--- config.mk ---
export PLATFORM = sky130hd
export DESIGN_NAME = mprt_cell
export DESIGN_NICKNAME = d
export VERILOG_FILES = /design/src/rtl/mprt_pkg.sv /design/src/rtl/mprt_cell.sv
export SDC_FILE = /design/constraint.sdc
export NUM_CORES = 1
export LEC_CHECK = 0
export ABC_AREA = 1
export BUFFER_PORTS_ARGS = -buffer_cell sky130_fd_sc_hd__buf_2
export CAP_MARGIN = 40
export CORE_AREA = 4 4 518 520
export CTS_BUF_LIST = sky130_fd_sc_hd__clkbuf_4
export DETAILED_ROUTE_END_ITERATION = 12
export DIE_AREA = 0 0 522 524
export MAX_ROUTING_LAYER = met4
export PLACE_DENSITY = 0.3
export SLEW_MARGIN = 20
export SYNTH_ARGS = -nofsm -noshare
export SYNTH_HDL_FRONTEND = slang
export SYNTH_SLANG_ARGS = --single-unit
export TNS_END_PERCENT = 100
--- constraint.sdc ---
create_clock -name i_clk -period 10.19 [get_ports i_clk]
set_clock_uncertainty 0.15 [all_clocks]
set_input_delay 1.019 -clock i_clk [delete_from_list [all_inputs] [get_ports i_clk]]
set_output_delay 1.019 -clock i_clk [all_outputs]
set_load 0.02 [all_outputs]
--- src/rtl/mprt_pkg.sv ---
// Shared types and constants for the merging priority request table.
// Used by mprt_cell, mprt_scorer and merging_priority_request_table_core.
// Depends on nothing.
`default_nettype none

package mprt_pkg;

    localparam int NUM_REGS      = 4;
    localparam int COST_CLASSES  = 4;
    localparam int CLS_TOP       = (COST_CLASSES < NUM_REGS ? COST_CLASSES : NUM_REGS) - 1;
    localparam int CLASS_COST_W  = 24;
    localparam int SCORE_W       = 22;

    localparam logic [SCORE_W-1:0] SCORE_MAX = 22'h3FFFFF;

    localparam logic [CLASS_COST_W-1:0] CLASS0_RESET = 24'd1000;
    localparam logic [CLASS_COST_W-1:0] CLASS1_RESET = 24'd4000;
    localparam logic [CLASS_COST_W-1:0] CLASS2_RESET = 24'd16000;
    localparam logic [CLASS_COST_W-1:0] CLASS3_RESET = 24'd40000;

    localparam logic [1:0] OP_SUBMIT  = 2'd0;
    localparam logic [1:0] OP_COMPACT = 2'd1;
    localparam logic [1:0] OP_CLEAR   = 2'd2;

    typedef logic [NUM_REGS-1:0][CLASS_COST_W-1:0] t_class_cost;

    typedef struct packed {
        logic [63:0]        key;
        logic [16:0]        imp;
        logic [16:0]        cov;
        logic [16:0]        conf;
        logic [7:0]         deficit;
        logic [31:0]        time_us;
        logic [15:0]        wait_ms;
        logic [23:0]        meas;
        logic [1:0]         cls;
        logic [31:0]        bytes;
        logic               guar;
        logic [15:0]        subs;
        logic [SCORE_W-1:0] score;
    } t_entry;

    typedef enum logic [2:0] {
        CELL_HOLD,
        CELL_LOAD,
        CELL_MERGE,
        CELL_FROM_UP,
        CELL_FROM_DOWN,
        CELL_FROM_HEAD
    } t_cell_op;

endpackage

`default_nettype wire

--- src/rtl/mprt_cell.sv ---
// One slot of the request table: holds an entry, merges requests into it,
// and trades its entry with its neighbors for rotation and sorting. Uses mprt_pkg.
`default_nettype none

module mprt_cell (
    input  wire logic              i_clk,
    input  wire mprt_pkg::t_cell_op i_op,
    input  wire logic              i_live,
    input  wire mprt_pkg::t_entry  i_req,
    input  wire mprt_pkg::t_entry  i_up,
    input  wire mprt_pkg::t_entry  i_down,
    input  wire mprt_pkg::t_entry  i_head,
    output mprt_pkg::t_entry       o_rec,
    output logic                   o_match,
    output logic                   o_beats_down
);
    import mprt_pkg::*;

    t_entry r_rec;
    t_entry n_rec;

    always_comb begin
        n_rec = r_rec;
        case (i_op)
            CELL_HOLD: ;
            CELL_LOAD: n_rec = i_req;
            CELL_MERGE: begin
                n_rec.imp     = (i_req.imp > r_rec.imp) ? i_req.imp : r_rec.imp;
                n_rec.cov     = (i_req.cov > r_rec.cov) ? i_req.cov : r_rec.cov;
                n_rec.conf    = (i_req.conf > r_rec.conf) ? i_req.conf : r_rec.conf;
                n_rec.deficit = (i_req.deficit > r_rec.deficit) ? i_req.deficit
                                                                : r_rec.deficit;
                n_rec.time_us = (i_req.time_us < r_rec.time_us) ? i_req.time_us
                                                                : r_rec.time_us;
                n_rec.wait_ms = (i_req.wait_ms > r_rec.wait_ms) ? i_req.wait_ms
                                                                : r_rec.wait_ms;
                n_rec.meas    = (i_req.meas > r_rec.meas) ? i_req.meas : r_rec.meas;
                n_rec.cls     = (i_req.cls > r_rec.cls) ? i_req.cls : r_rec.cls;
                n_rec.bytes   = (i_req.bytes > r_rec.bytes) ? i_req.bytes : r_rec.bytes;
                n_rec.guar    = r_rec.guar | i_req.guar;
                n_rec.subs    = (r_rec.subs != 16'hFFFF) ? r_rec.subs + 16'd1 : r_rec.subs;
            end
            CELL_FROM_UP:   n_rec = i_up;
            CELL_FROM_DOWN: n_rec = i_down;
            CELL_FROM_HEAD: n_rec = i_head;
            default: ;
        endcase
    end

    always_ff @(posedge i_clk) begin
        r_rec <= n_rec;
    end

    assign o_rec   = r_rec;
    assign o_match = i_live && (r_rec.key == i_req.key);
    // Higher score first; equal scores fall back to the smaller key.
    assign o_beats_down = (r_rec.score > i_down.score) ||
                          ((r_rec.score == i_down.score) && (r_rec.key < i_down.key));

endmodule

`default_nettype wire

======== Word level (Yosys, flattened, before mapping) ========
Cells that the tools add are included.
storage, ports and cells
  word-level logic and storage cells ...... 72
  bits of input ports ..................... 1077
  bits in registers ....................... 268
  output and inout port bits .............. 270
cells by class
  $add $sub $neg .......................... 1
  eq/ne operators ......................... 18
  $lt $le $gt $ge ......................... 11
  muxes and demuxes ....................... 13
  bitwise logic cells ..................... 1
  reductions and logical operators ........ 15
operators with widths
  cell                                                                   count
  182-bit case mux with 5 select lines                                   1
  64-bit case mux with 4 select lines                                    1
  22-bit case mux with 4 select lines                                    1
  64-bit equality test                                                   1
  64-bit less-than comparator                                            1
  32-bit two-way mux                                                     2
  17-bit > comparator                                                    3
  17-bit two-way mux                                                     3
  32-bit > comparator                                                    1
  32-bit less-than comparator                                            1
  16-bit two-way mux                                                     2
  24-bit > comparator                                                    1
  24-bit two-way mux                                                     1
  22-bit equality test                                                   1
  22-bit > comparator                                                    1
  2-bit != test, second input constant                                   10
  2-bit AND reduction                                                    10
  16-bit by 1-bit adder with 16-bit output, second input constant        1
  16-bit > comparator                                                    1
  16-bit != test, second input constant                                  1
  8-bit > comparator                                                     1
  8-bit two-way mux                                                      1
  3-bit by 2-bit equality test with 1-bit output, second input constant  2
  3-bit equality test, second input constant                             2
  other kinds (8)                                                        9

======== Longest topological paths before layout ========
  word-level depth ........................ 3
  depth in mapped cells ................... 15
  mapped depth without buffers ............ 15

======== Worst setup path before layout ========
No wires, ideal clock.
  path type ............................... in2reg
  from .................................... input port i_op[2]
  to ...................................... register r_rec (netlist bit o_rec[0]), enable pin
  data arrival time ....................... 7087 ps
  stages on the path ...................... 2
  library setup time ...................... 649 ps
  path buffers ............................ 0
  setup slack ............................. 2304 ps
  path through ............................ inv_2 o21ai_0
between the ends
  cells in the longest elaborated chain, start to end .. 2
  elaborated cells between the ends (all ways) .. 5
ends and longest elaborated chain
  what                                               line             text
  from (decl)                                        mprt_cell.sv:7   input wire mprt_pkg::t_cell_op i_op,
  3-bit equality test, or another cell as far along  mprt_cell.sv:24  case (i_op)
  4-bit nonzero test (no line) (*)                   n/a
  to (signal assigned)                               mprt_cell.sv:51  r_rec <= n_rec;
  to (decl)                                          mprt_cell.sv:19  t_entry r_rec;
Every way passes the cells marked *; elsewhere a longest branch is shown, timed or not.
A chain may end at the register's enable or synchronous reset.

======== Final worst setup path ========
  from .................................... register r_rec (netlist bit o_rec[223])
  to ...................................... output port o_beats_down
between the ends
  cells in the longest elaborated chain, start to end .. 3
ends and longest elaborated chain
  what                         line             text
  64-bit less-than comparator  mprt_cell.sv:58  ((r_rec.score == i_down.score) && (r_rec.key < i_down.key));
  1-bit logical AND            mprt_cell.sv:58
  1-bit logical OR             mprt_cell.sv:57  assign o_beats_down = (r_rec.score > i_down.score) ||
  to (decl)                    mprt_cell.sv:15  output logic o_beats_down
No other way between the ends.

==> metrics.cfg <==
[sta]
fmax_ghz=0.201
tightest_slew_ps=1100
setup_slack_ps=5220
max_slew_margin_pct=26.7
fin_tns_setup_ps=0
rsz0062_at_grt=no
layout_worst_path_cycle_share_pct=48.8
period_minus_slack_ps=4970
finalHoldViolCount=0
finalSetupViolCount=0
finalMaxSlewViolations=0

[floorplanning]
fp.dieH_um=524
rows=189
initial_utilization_pct=8.75
dieArea_um2=274000
ioPinCount=1347
die_w_um=522
fp.coreArea_um2=264000

[synthesis]
postSynthNetCount=4345
synth_flop_cell=edfxtp_1
netlist_top_cells_count=nand2_1, inv_1, edfxtp_1, ha_1, nor2_1
synth_compound_area_share_pct=18.5
yosys_warnings=0
synth_top_family_by_area=simple AND/OR/NAND/NOR gates
synthSimpleGateAreaFrac_pct=23.4
synth_largest_area_cell=edfxtp_1
netlist_top_cells_area=edfxtp_1, nand2_1, ha_1
synth_edf_count=268
synth_mux_area_share_pct=0
synth_adder_area_share_pct=13.6
syn_area_um2=23100
synth_xor_area_share_pct=0.796
synth_cell_types=46
syn_inst=3017
ys_ff_latch=268
yosysMostFrequentCell=nand2_1
yosysTopAreaCellShare_pct=34.8
avgSynthCellArea_um2=7.66
synthArstFlopShare_pct=0
ys_seq_area_share_pct=34.8

[placement]
hpwl_um=222000
pre_cts_slack_ps=5610
portBuffers=1346
dp_cells=7791
gp_congestion=0.952

[route]
drt-total-wl_um=258000
post-route-drc-count=0
vias=31700
drtIter0Drc=2274
viasPerCell=3.70
first_pass_iters=8
wl_per_cell_um=30.1
ant_nets=0

[final_layout]
fin_nets=6163
final_cells=8572
largest_register_ffs=268
area_growth_pct=74.9
layout-drive-gt1-share_pct=33.2

[clocking]
root_buffer=clkbuf_4
cts_tree=yes
cts_buffers=106
clk_pin_slew_worst_paths_ps=60
clk_latency_ps=1140
cts_buffer_depth=3
post_cts_buffers=0
htreeDepth=3
cts.sinks=268

[global_routing]
antenna_found_initial=240
grt-ovfl-total=0
grt_pass1_wl_um=324000
grt_pass1_vias=32100
grt_max_degree=140
grtUsageTotal_pct=18.5

[worst_setup_path]
critPathMaxFanout=3
startpoint_type=flop
worstPathCellList=ha_1 -> a21oi_1 -> o21ai_0 -> nand2_1 -> nand3_1 -> a21oi_1 -> nand2_1 -> nand2_1 -> nand2_1 -> nand2_1 -> buf_2
cp_common_cell=nand2_1
timing.critical_path.to_type=output port
worstSetupPathType=flop to output port
path_buf_inv=1
cp_top_family=simple AND/OR/NAND/NOR gates
slowest_stage=a21oi_1
arrival_ps=3800
crit_required_ps=9020
cp_slowest_stage_delay_ps=480

[hold_path]
hp-class=input port to flop

[status]
outcome=finished, final reports clean

[pwr]
power_leakage_nw=18.7
p_per_area_nw_per_um2=125
peakVddDrop_v=0.0000677

[job]
max_cap_violations=0

-- logic make-up after synthesis --
group,Yosys count
and+or+nand+nor,1345
AOI/OAI and AO/OA,624
buffers and inverters,508
DFF,268
adders and majority gates,251
xor gates and xnor gates,21
-- timing repair --
item,4_1_cts,5_1_grt
hold buffers,467,0
gates resized for setup,0,0
hold endpoints to repair,261,0
-- routing by layer --
layer	track usage (%)	vias up	share of wire, %
met2	27.3	1694	42
li1	-	14300	-
met4	3.45	0	1.8
met5	-	-	0
met1	23.5	15400	44
met3	7.81	322	11
-- tightest hold or removal path, cell delays in order --
cell     delay [ps]
buf_2            80
inv_1           120
o21ai_0         180
-- worst paths after layout --
| check | from | to | slack, ps | cells past startpoint |
|---|---|---|---|---|
| setup / recovery | o_rec[223] | o_beats_down | 5220 | 11 |
| hold / removal | i_req[187] | o_rec[187] | 250 | 3 |
| setup reg to reg | o_rec[66] | o_rec[50] | 6790 | 11 |
| hold reg to reg | o_rec[38] | o_rec[38] | 630 | 2 |
-- layout make-up --
type / instances / area [um2]
Clock buffer: 151 / 1130
Sequential cell: 268 / 8050
Multi-Input combinational cell: 2241 / 13100
Inverter: 364 / 1400
Tap cell: 3533 / 4420
Antenna cell: 134 / 335
Timing Repair Buffer: 1854 / 11800
Fill cell: 30800 / 224000
Clock inverter: 27 / 125
-- per-stage QoR --
step	total power, mW	hold slack, ps	util [%]	cell area [um2]
after floorplan	2.36	636	-	23100
after global placement	3.46	541	12.9	34000
after detailed placement	3.47	558	12.9	34100
after CTS	5.19	2.18	15.2	40100
after global routing	5.39	99.4	15.3	40400
final	5.04	247	15.3	40400
-- layout by cell type (no fill, tap or decap), types with 5 or more instances in the layout --
cell           Yosys  routed
a211oi_1          14      14
a21oi_1          160     153
a221oi_1          74      74
a221oi_2          10      10
a22o_1           111     111
a31o_1             8       8
a31o_2            47      47
a41oi_1            9       9
buf_2             72    1347
buf_4              6      32
clkbuf_4           0     151
clkinv_1           1      20
diode_2            0     134
dlygate4sd3_1      0     467
edfxtp_1         268     268
ha_1             251     250
inv_1            356     355
inv_2              6       5
nand2_1          959     959
nand3_1          152     152
nand4_1           29      29
nor2_1           162     162
nor3_1            20      20
nor4_1             7       7
o2111ai_1          6       6
o211ai_1           5       5
o21a_1             8       8
o21ai_0           82      80
o21ai_1           67      68
o22ai_1           10      10
xnor2_1           14      14
xor2_1             7       7
-- report_power, final --
group | internal, mW | total [mW] | switching [mW] | leakage [nW]
logic | 0.750 | 2.06 | 1.31 | 15.3
clock network | 0.672 | 1.40 | 0.730 | 0.749
registers | 1.42 | 1.58 | 0.168 | 2.66
total | 2.84 | 5.04 | 2.21 | 18.7
Power figures use the tool's default switching activity.
