$ cat config.mk
export PLATFORM = sky130hd
export DESIGN_NAME = mprt_scorer
export DESIGN_NICKNAME = d
export VERILOG_FILES = /design/src/rtl/mprt_pkg.sv /design/src/rtl/mprt_scorer.sv
export SDC_FILE = /design/constraint.sdc
export NUM_CORES = 2
export LEC_CHECK = 0
export BUFFER_PORTS_ARGS = -buffer_cell sky130_fd_sc_hd__buf_2
export CAP_MARGIN = 20
export CORE_UTILIZATION = 55
export DETAILED_ROUTE_END_ITERATION = 6
export PLACE_DENSITY = 0.77
export SETUP_SLACK_MARGIN = 0.4
export SLEW_MARGIN = 15
export SYNTH_ARGS = -nofsm -noshare
export SYNTH_HDL_FRONTEND = slang
export SYNTH_SLANG_ARGS = --single-unit
export TNS_END_PERCENT = 10
$ cat constraint.sdc
create_clock -name i_clk -period 9.3 [get_ports i_clk]
set_clock_uncertainty 0.05 [all_clocks]
set_input_delay 0.93 -clock i_clk [delete_from_list [all_inputs] [get_ports i_clk]]
set_output_delay 0.93 -clock i_clk [all_outputs]
set_load 0.01 [all_outputs]
$ cat src/rtl/mprt_pkg.sv
// Shared types and constants for the merging priority request table.
// Used by mprt_cell, mprt_scorer and merging_priority_request_table_core.
// Depends on nothing.
`default_nettype none

package mprt_pkg;

    localparam int NUM_REGS      = 4;
    localparam int COST_CLASSES  = 4;
    localparam int CLS_TOP       = (COST_CLASSES < NUM_REGS ? COST_CLASSES : NUM_REGS) - 1;
    localparam int CLASS_COST_W  = 24;
    localparam int SCORE_W       = 22;

    localparam logic [SCORE_W-1:0] SCORE_MAX = 22'h3FFFFF;

    localparam logic [CLASS_COST_W-1:0] CLASS0_RESET = 24'd1000;
    localparam logic [CLASS_COST_W-1:0] CLASS1_RESET = 24'd4000;
    localparam logic [CLASS_COST_W-1:0] CLASS2_RESET = 24'd16000;
    localparam logic [CLASS_COST_W-1:0] CLASS3_RESET = 24'd40000;

    localparam logic [1:0] OP_SUBMIT  = 2'd0;
    localparam logic [1:0] OP_COMPACT = 2'd1;
    localparam logic [1:0] OP_CLEAR   = 2'd2;

    typedef logic [NUM_REGS-1:0][CLASS_COST_W-1:0] t_class_cost;

    typedef struct packed {
        logic [63:0]        key;
        logic [16:0]        imp;
        logic [16:0]        cov;
        logic [16:0]        conf;
        logic [7:0]         deficit;
        logic [31:0]        time_us;
        logic [15:0]        wait_ms;
        logic [23:0]        meas;
        logic [1:0]         cls;
        logic [31:0]        bytes;
        logic               guar;
        logic [15:0]        subs;
        logic [SCORE_W-1:0] score;
    } t_entry;

    typedef enum logic [2:0] {
        CELL_HOLD,
        CELL_LOAD,
        CELL_MERGE,
        CELL_FROM_UP,
        CELL_FROM_DOWN,
        CELL_FROM_HEAD
    } t_cell_op;

endpackage

`default_nettype wire

$ cat src/rtl/mprt_scorer.sv
// Iterative score unit: square root and urgency division one bit per cycle,
// then a short multiply pipeline. Uses mprt_pkg.
`default_nettype none

module mprt_scorer (
    input  wire logic                     i_clk,
    input  wire logic                     i_rst_n,
    input  wire logic                     i_start,
    input  wire mprt_pkg::t_entry         i_rec,
    input  wire mprt_pkg::t_class_cost    i_cost,
    output logic                          o_idle,
    output logic                          o_done,
    output logic [mprt_pkg::SCORE_W-1:0]  o_score
);
    import mprt_pkg::*;

    typedef enum logic [2:0] {SC_IDLE, SC_ITER, SC_S0, SC_S1, SC_S2, SC_S3, SC_DONE} t_sc_state;

    localparam logic [38:0] URG_NUM    = 39'd458752000000;
    localparam logic [5:0]  DIV_LAST   = 6'd38;
    localparam logic [5:0]  SQRT_STEPS = 6'd17;
    localparam logic [15:0] DEM_W_IMP  = 16'd39322;
    localparam logic [15:0] DEM_W_COV  = 16'd26214;
    localparam logic [15:0] CONF_W     = 16'd49152;
    localparam logic [26:0] AGE_RECIP  = 27'd109951163;

    t_sc_state    r_state;
    logic [5:0]   r_cnt;
    logic [16:0]  r_imp, r_conf;
    logic [32:0]  r_sv, r_sr, r_sbit;
    logic [33:0]  r_div_d, r_rem;
    logic [18:0]  r_q;
    logic         r_nodl, r_late;
    logic [3:0]   r_gain2;
    logic [11:0]  r_wait_c;
    logic [16:0]  r_demand, r_confq, r_age;
    logic [19:0]  r_urg;
    logic [25:0]  r_agex;
    logic [20:0]  r_p1;
    logic [36:0]  r_p2;
    logic [39:0]  r_mlo;
    logic [38:0]  r_mhi;
    logic [SCORE_W-1:0] r_score;

    logic [1:0]   w_cls;
    logic [23:0]  w_cost;
    logic [31:0]  w_diff;
    logic [34:0]  w_rem_sh;
    logic [33:0]  w_sq_sum;
    logic [33:0]  w_dem_sum;
    logic [32:0]  w_cf;
    logic [52:0]  w_agem;
    logic [57:0]  w_prod;
    logic [25:0]  w_sum;

    always_comb begin
        w_cls    = (i_rec.cls > 2'(CLS_TOP)) ? 2'(CLS_TOP) : i_rec.cls;
        w_cost   = (i_rec.meas != 24'd0) ? i_rec.meas : i_cost[w_cls];
        w_diff   = i_rec.time_us - {8'd0, w_cost};
        w_rem_sh = {r_rem, URG_NUM[DIV_LAST - r_cnt]};
        w_sq_sum = {1'b0, r_sr} + {1'b0, r_sbit};
        w_dem_sum = 34'(DEM_W_IMP) * 34'(r_imp) + 34'(DEM_W_COV) * 34'(r_sr[16:0]);
        w_cf     = 33'(CONF_W) * 33'(r_conf);
        w_agem   = 53'(r_agex) * 53'(AGE_RECIP);
        w_prod   = {r_mhi, 19'd0} + 58'(r_mlo);
        w_sum    = 26'(w_prod[57:33]) + 26'(r_age);
    end

    always_ff @(posedge i_clk) begin
        if (!i_rst_n) begin
            r_state <= SC_IDLE;
        end else begin
            case (r_state)
                SC_IDLE: begin
                    if (i_start) begin
                        r_imp    <= (i_rec.imp > 17'd65536) ? 17'd65536 : i_rec.imp;
                        r_conf   <= (i_rec.conf > 17'd65536) ? 17'd65536 : i_rec.conf;
                        r_sv     <= {((i_rec.cov > 17'd65536) ? 17'd65536 : i_rec.cov), 16'd0};
                        r_sr     <= '0;
                        r_sbit   <= 33'h1_0000_0000;
                        r_gain2  <= 4'd2 + ((i_rec.deficit > 8'd8) ? 4'd8 : i_rec.deficit[3:0]);
                        r_wait_c <= (i_rec.wait_ms > 16'd4000) ? 12'd4000 : i_rec.wait_ms[11:0];
                        r_nodl   <= (i_rec.time_us == 32'hFFFF_FFFF);
                        r_late   <= (i_rec.time_us <= {8'd0, w_cost});
                        r_div_d  <= 34'd1000000 + {1'b0, w_diff, 1'b0};
                        r_rem    <= '0;
                        r_q      <= '0;
                        r_cnt    <= '0;
                        r_state  <= SC_ITER;
                    end
                end
                SC_ITER: begin
                    if (w_rem_sh >= {1'b0, r_div_d}) begin
                        r_rem <= 34'(w_rem_sh - {1'b0, r_div_d});
                        r_q   <= {r_q[17:0], 1'b1};
                    end else begin
                        r_rem <= w_rem_sh[33:0];
                        r_q   <= {r_q[17:0], 1'b0};
                    end
                    if (r_cnt < SQRT_STEPS) begin
                        if ({1'b0, r_sv} >= w_sq_sum) begin
                            r_sv <= 33'({1'b0, r_sv} - w_sq_sum);
                            r_sr <= (r_sr >> 1) + r_sbit;
                        end else begin
                            r_sr <= r_sr >> 1;
                        end
                        r_sbit <= r_sbit >> 2;
                    end
                    r_cnt <= r_cnt + 6'd1;
                    if (r_cnt == DIV_LAST) begin
                        r_state <= SC_S0;
                    end
                end
                SC_S0: begin
                    r_demand <= w_dem_sum[32:16];
                    r_urg    <= r_nodl ? 20'd65536 :
                                r_late ? 20'd524288 : 20'd65536 + 20'(r_q);
                    r_confq  <= 17'd16384 + w_cf[32:16];
                    r_agex   <= 26'(r_wait_c) * 26'd14336;
                    r_state  <= SC_S1;
                end
                SC_S1: begin
                    r_p1    <= 21'(r_demand) * 21'(r_gain2);
                    r_p2    <= 37'(r_urg) * 37'(r_confq);
                    r_age   <= w_agem[52:36];
                    r_state <= SC_S2;
                end
                SC_S2: begin
                    r_mlo   <= 40'(r_p1) * 40'(r_p2[18:0]);
                    r_mhi   <= 39'(r_p1) * 39'(r_p2[36:19]);
                    r_state <= SC_S3;
                end
                SC_S3: begin
                    r_score <= (w_sum > 26'(SCORE_MAX)) ? SCORE_MAX : w_sum[SCORE_W-1:0];
                    r_state <= SC_DONE;
                end
                SC_DONE: r_state <= SC_IDLE;
                default: r_state <= SC_IDLE;
            endcase
        end
    end

    assign o_idle  = (r_state == SC_IDLE);
    assign o_done  = (r_state == SC_DONE);
    assign o_score = r_score;

endmodule

`default_nettype wire

# Yosys cells after proc, flatten, opt, wreduce, memory -nomap -nowiden
# Memories as Yosys holds them, arrays and structs flattened.
# Cells that the tools add are included.
dict set report totals {
  in_bits 367
  n_memories 1
  register_bits 492
  output_inout_bits 24
  elab_cells 117
  mem_bits_ro 64
}
# memory depth word_bits rd rd_ports_with_merged_regs write_ports line_no
set memory_table {}
lappend memory_table {{(name not given)} 64 1 1 0 0 mprt_scorer.sv:60} ;# w_rem_sh = {r_rem, URG_NUM[DIV_LAST - r_cnt]};
dict set report classes {
  eq_ne 12
  n_addsub 14
  muxes 30
  n_lt_le_gt_ge 13
  n_mul 9
  reduce_logical 13
}
# op n
set op_table {}
lappend op_table {{33-bit two-way mux} 8}
lappend op_table {{33-bit one-hot mux with 2 select lines} 3}
lappend op_table {{34-bit two-way mux} 2}
lappend op_table {{34-bit one-hot mux with 2 select lines} 1}
lappend op_table {{58-bit by 40-bit adder with 58-bit output} 1}
lappend op_table {{17-bit greater-than comparator (second input constant)} 3}
lappend op_table {{24-bit binary-select mux with 2-bit select} 1}
lappend op_table {{24-bit two-way mux} 2}
lappend op_table {{15-bit by 27-bit multiplier with 42-bit output (second input constant)} 1}
lappend op_table {{21-bit by 19-bit multiplier with 40-bit output} 1}
lappend op_table {{21-bit by 18-bit multiplier with 39-bit output} 1}
lappend op_table {{19-bit one-hot mux with 2 select lines} 1}
lappend op_table {{20-bit by 17-bit multiplier with 37-bit output} 1}
lappend op_table {{35-bit by 34-bit greater-or-equal comparator with 1-bit output} 1}
lappend op_table {{20-bit by 33-bit adder with 34-bit output (first input constant)} 1}
lappend op_table {{33-bit by 33-bit adder with 34-bit output} 1}
lappend op_table {{33-bit by 34-bit greater-or-equal comparator with 1-bit output} 1}
lappend op_table {{34-bit subtractor} 1}
lappend op_table {{32-bit by 33-bit adder with 33-bit output} 1}
lappend op_table {{33-bit by 32-bit adder with 33-bit output} 1}
lappend op_table {{33-bit subtractor} 1}
lappend op_table {{32-bit equality test (second input constant)} 1}
lappend op_table {{32-bit by 24-bit less-or-equal comparator with 1-bit output} 1}
lappend op_table {{15-bit by 17-bit multiplier with 32-bit output (first input constant)} 1}
lappend op_table {{other kinds (41)} 54}

# Logic depth before layout (Yosys ltp)
dict set report logic_depth {
  ltp_word 7
  depth_mapped 30
  ltp_nobuf 30
}

# Worst setup path before layout
# Ideal clock, no wire load.
dict set report synth_path {
  path_type {input to register}
  startpoint {input i_rst_n}
  endpoint {register r_sv[0], enable pin}
  setup_slack_ps -337
  arrival_time_ps 9113
  required_time_ps 8776
  path_buffers 0
  path_stages 4
  cell_sequence {o21ai_0 > nor3_1 > o21a_1 > a21boi_0}
}
dict set report synth_between {
  elab_chain_len 1
}
# element line_no
set synth_rtl {}
lappend synth_rtl {{start, declared} mprt_scorer.sv:7} ;# input wire logic i_rst_n,
lappend synth_rtl {{5-bit AND reduction (no source line)} -}
lappend synth_rtl {{end signal, assigned} mprt_scorer.sv:78} ;# r_sv <= {((i_rec.cov > 17'd65536) ? 17'd65536 : i_rec.cov), 16'd0};
lappend synth_rtl {{end signal, assigned} mprt_scorer.sv:102} ;# r_sv <= 33'({1'b0, r_sv} - w_sq_sum);
lappend synth_rtl {{end, declared} mprt_scorer.sv:30} ;# logic [32:0] r_sv, r_sr, r_sbit;
# No other way between the ends.
# A chain may end at the register's enable or synchronous reset.

# Worst setup path in the final report
dict set report layout_path {
  startpoint {register r_imp[5]}
  endpoint {register r_demand[16] (data pin)}
}
dict set report layout_between {
  elab_chain_len 2
}
# element line_no
set layout_rtl {}
lappend layout_rtl {{start, declared} mprt_scorer.sv:29} ;# logic [16:0] r_imp, r_conf;
lappend layout_rtl {{start signal, assigned} mprt_scorer.sv:76} ;# r_imp <= (i_rec.imp > 17'd65536) ? 17'd65536 : i_rec.imp;
lappend layout_rtl {{15-bit by 17-bit multiplier with 32-bit output} mprt_scorer.sv:62} ;# w_dem_sum = 34'(DEM_W_IMP) * 34'(r_imp) + 34'(DEM_W_COV) * 34'(r_sr[16:0]);
lappend layout_rtl {{33-bit by 32-bit adder with 33-bit output} mprt_scorer.sv:62}
lappend layout_rtl {{via w_dem_sum[32]} mprt_scorer.sv:50} ;# logic [33:0] w_dem_sum;
lappend layout_rtl {{end signal, assigned} mprt_scorer.sv:115} ;# r_demand <= w_dem_sum[32:16];
lappend layout_rtl {{end, declared} mprt_scorer.sv:36} ;# logic [16:0] r_demand, r_confq, r_age;
# The timed path passes the listed nets, and every way through them passes these cells.

==> results.ini <==
[run_status]
outcome=completed

[critical_path]
arrival_ns=8.84
critPathKind=flop to flop
critPathRequiredTime_ns=9.66
critPathSlowestCell=a2111oi_0
cp-end-kind=flop
startpoint_type=flop
critical_path.max_fanout=6
cpPeakStageDelay_ns=0.96

[final_layout]
synthToLayoutAreaGrowth_pct=6.10
layout.area.seq_um2=13700
fillers=12200
drive_gt1_frac=0.0578
multi_input_area_um2=59700
layout.nets=11200

[placed_design]
gp_congestion=0.967
io_buffers=255
place_hpwl_um=152000
place_ws_ns=1.00

[timing]
fmaxAchievable_mhz=118
finalSetupTns_ns=0
worst_pin_slew_ns=1.25
hold_viol=0
setup_violations=0
period_share=0.912
drv_slew=0
rsz0062_at_grt=false
worst_slack_ns=0.823
slew_headroom=0.146
min_period_ns=8.48

[global_route]
grt_pass1_vias=62600
antenna_found_initial=3
grt_usage=0.259
overflow=0
grt_max_degree=76
grt_pass1_wl_um=312000

[logic_synthesis]
synth_nets=11100
synthTopCellsByArea=fa_1 31%, edfxtp_1 17%, ha_1 16%, inv_1 8.1%, nand2_1 4.7%
synth_cell_types=97
ys_async_sr_fraction=0
avgSynthCellArea_um2=9.51
synthTopCellsByCount=1740 x inv_1, 1242 x fa_1, 1013 x ha_1, 1013 x nand2_1, 453 x edfxtp_1
syn-cell-area_um2=80900
ys_seq_area_frac=0.169
ys_ff_latch=456
synth.top_cell.area_share=0.307
ys.warnings.count=0
ys.flop_type=edfxtp_1
synth.largest_area_cell=fa_1
synth_edf_count=453
synth_cells=8514
yosysMostFrequentCell=inv_1

[clocking]
clkLatencyLatePin_ns=0.68
cts_tree=done
clock_path_buffers=3
htree_levels=2
cts_root_buf=clkbuf_16
numCtsBuffers=56
cts_sinks=456
hold_buffers=0
ctsResizeCount=0
cts_setup_buffers=0
clk_pin_slew_ns=0.06

[die]
die-area_um2=149000
coreArea_um2=146000
rows=140
ioPinCount=391
initial_utilization=0.555
die_w_um=386
die_y_um=386

[detailed_routing]
route.detailed.drc=0
wl_met2_um=92700
vias_per_cell=5.60
dr.pass1.iters=6
vias=59100
drtIter0Drc=3748
highest_layer=met4
ant_nets=0
drt_wl_total_um=188000
avgRoutedWirePerCell_um=17.8
wl_met1_um=76600
met3_length_um=11600

[worst_hold_path]
min-delay-path-class=flop to flop

[run]
cap_violations=0

## state kept, by name, summed over array words and instances (netlist names), 15 cells and up
signal,cells
o_score,22
r_p2,37
r_p1,21
r_conf,17
r_confq,17
r_agex,15
r_age,17
r_sr,33
r_q,19
r_mhi,39
r_demand,17
r_div_d,33
r_rem,34
r_sbit,17
r_mlo,21
r_sv,33
r_urg,20
r_imp,17
## critical path, delay by kind of cell, from the launching register on
| kind | cells | cell delay, ns |
|---|---|---|
| buf+inv | 4 | 0.24 |
| xor+xnor | 2 | 0.25 |
| simple gates | 3 | 0.31 |
| compound gates | 10 | 3.24 |
| fa+ha+maj | 8 | 3.56 |
| flops | 1 | 0.55 |
## layout make-up
cell class / instances / area share
multi-input combinational: 6019 / 0.695
sequential: 456 / 0.159
inverter: 1741 / 0.0761
tap: 1917 / 0.0279
timing repair buffer: 309 / 0.0200
clock buffer: 66 / 0.0170
clock inverter: 38 / 0.00507
antenna: 3 / 0.0000874
## logic make-up (layout without fill, tap and decap cells)
kind of cell	after synthesis	in the layout	share of synthesized area
buffers and inverters	2039	2154	0.0950
other	0	3	0
and+or+nand+nor	2330	2330	0.138
DFF	456	456	0.169
xor gates and xnor gates	392	392	0.0427
muxes	58	58	0.0109
adders and majority gates	2257	2257	0.464
AOI/OAI and AO/OA	982	982	0.0808
## metal layers
metal / GRT usage / vias to the layer above
li1: - / 27300
met1: 0.329 / 29400
met2: 0.453 / 2005
met3: 0.0299 / 421
met4: 0.0952 / 0
met5: 0 / -
## cells in the final DEF (no fill, tap or decap), types with 43 or more instances in the layout
cell type	count
a21oi_1	263
nor2b_1	84
a211oi_1	47
clkbuf_16	57
and2_1	442
o21a_1	67
nor3_1	100
nor2_1	315
inv_1	1740
xnor2_1	270
fa_1	1242
a31oi_1	43
buf_4	52
buf_2	255
nand2_1	1013
edfxtp_1	453
a21o_1	118
nand3_1	78
o21bai_1	55
nand4_1	44
o21ai_0	176
xor2_1	119
ha_1	1013
and3_1	72
nand2b_1	45
## worst paths after layout
kind	startpoint	end	slack (ns)	cells after the start
max	r_imp[5]	r_demand[16]	0.82	27
min	r_q[10]	r_urg[10]	0.49	1
max reg2reg	r_imp[5]	r_demand[16]	0.82	27
min reg2reg	r_q[10]	r_urg[10]	0.49	1
## metrics by stage
step                      hold slack, ns   util  cells  instance area (µm²)
after floorplan                    0.449      -   8514                80900
after global placement             0.485  0.575  10400                83900
after detailed placement           0.486  0.575  10400                84000
after CTS                          0.455  0.588  10500                85900
after global routing               0.491  0.589  10500                85900
final                              0.486  0.589  10500                85900
Power is left out: the tool's default activity adds up to more than one toggle a clock period on the data nets, which glitch-free logic cannot reach.
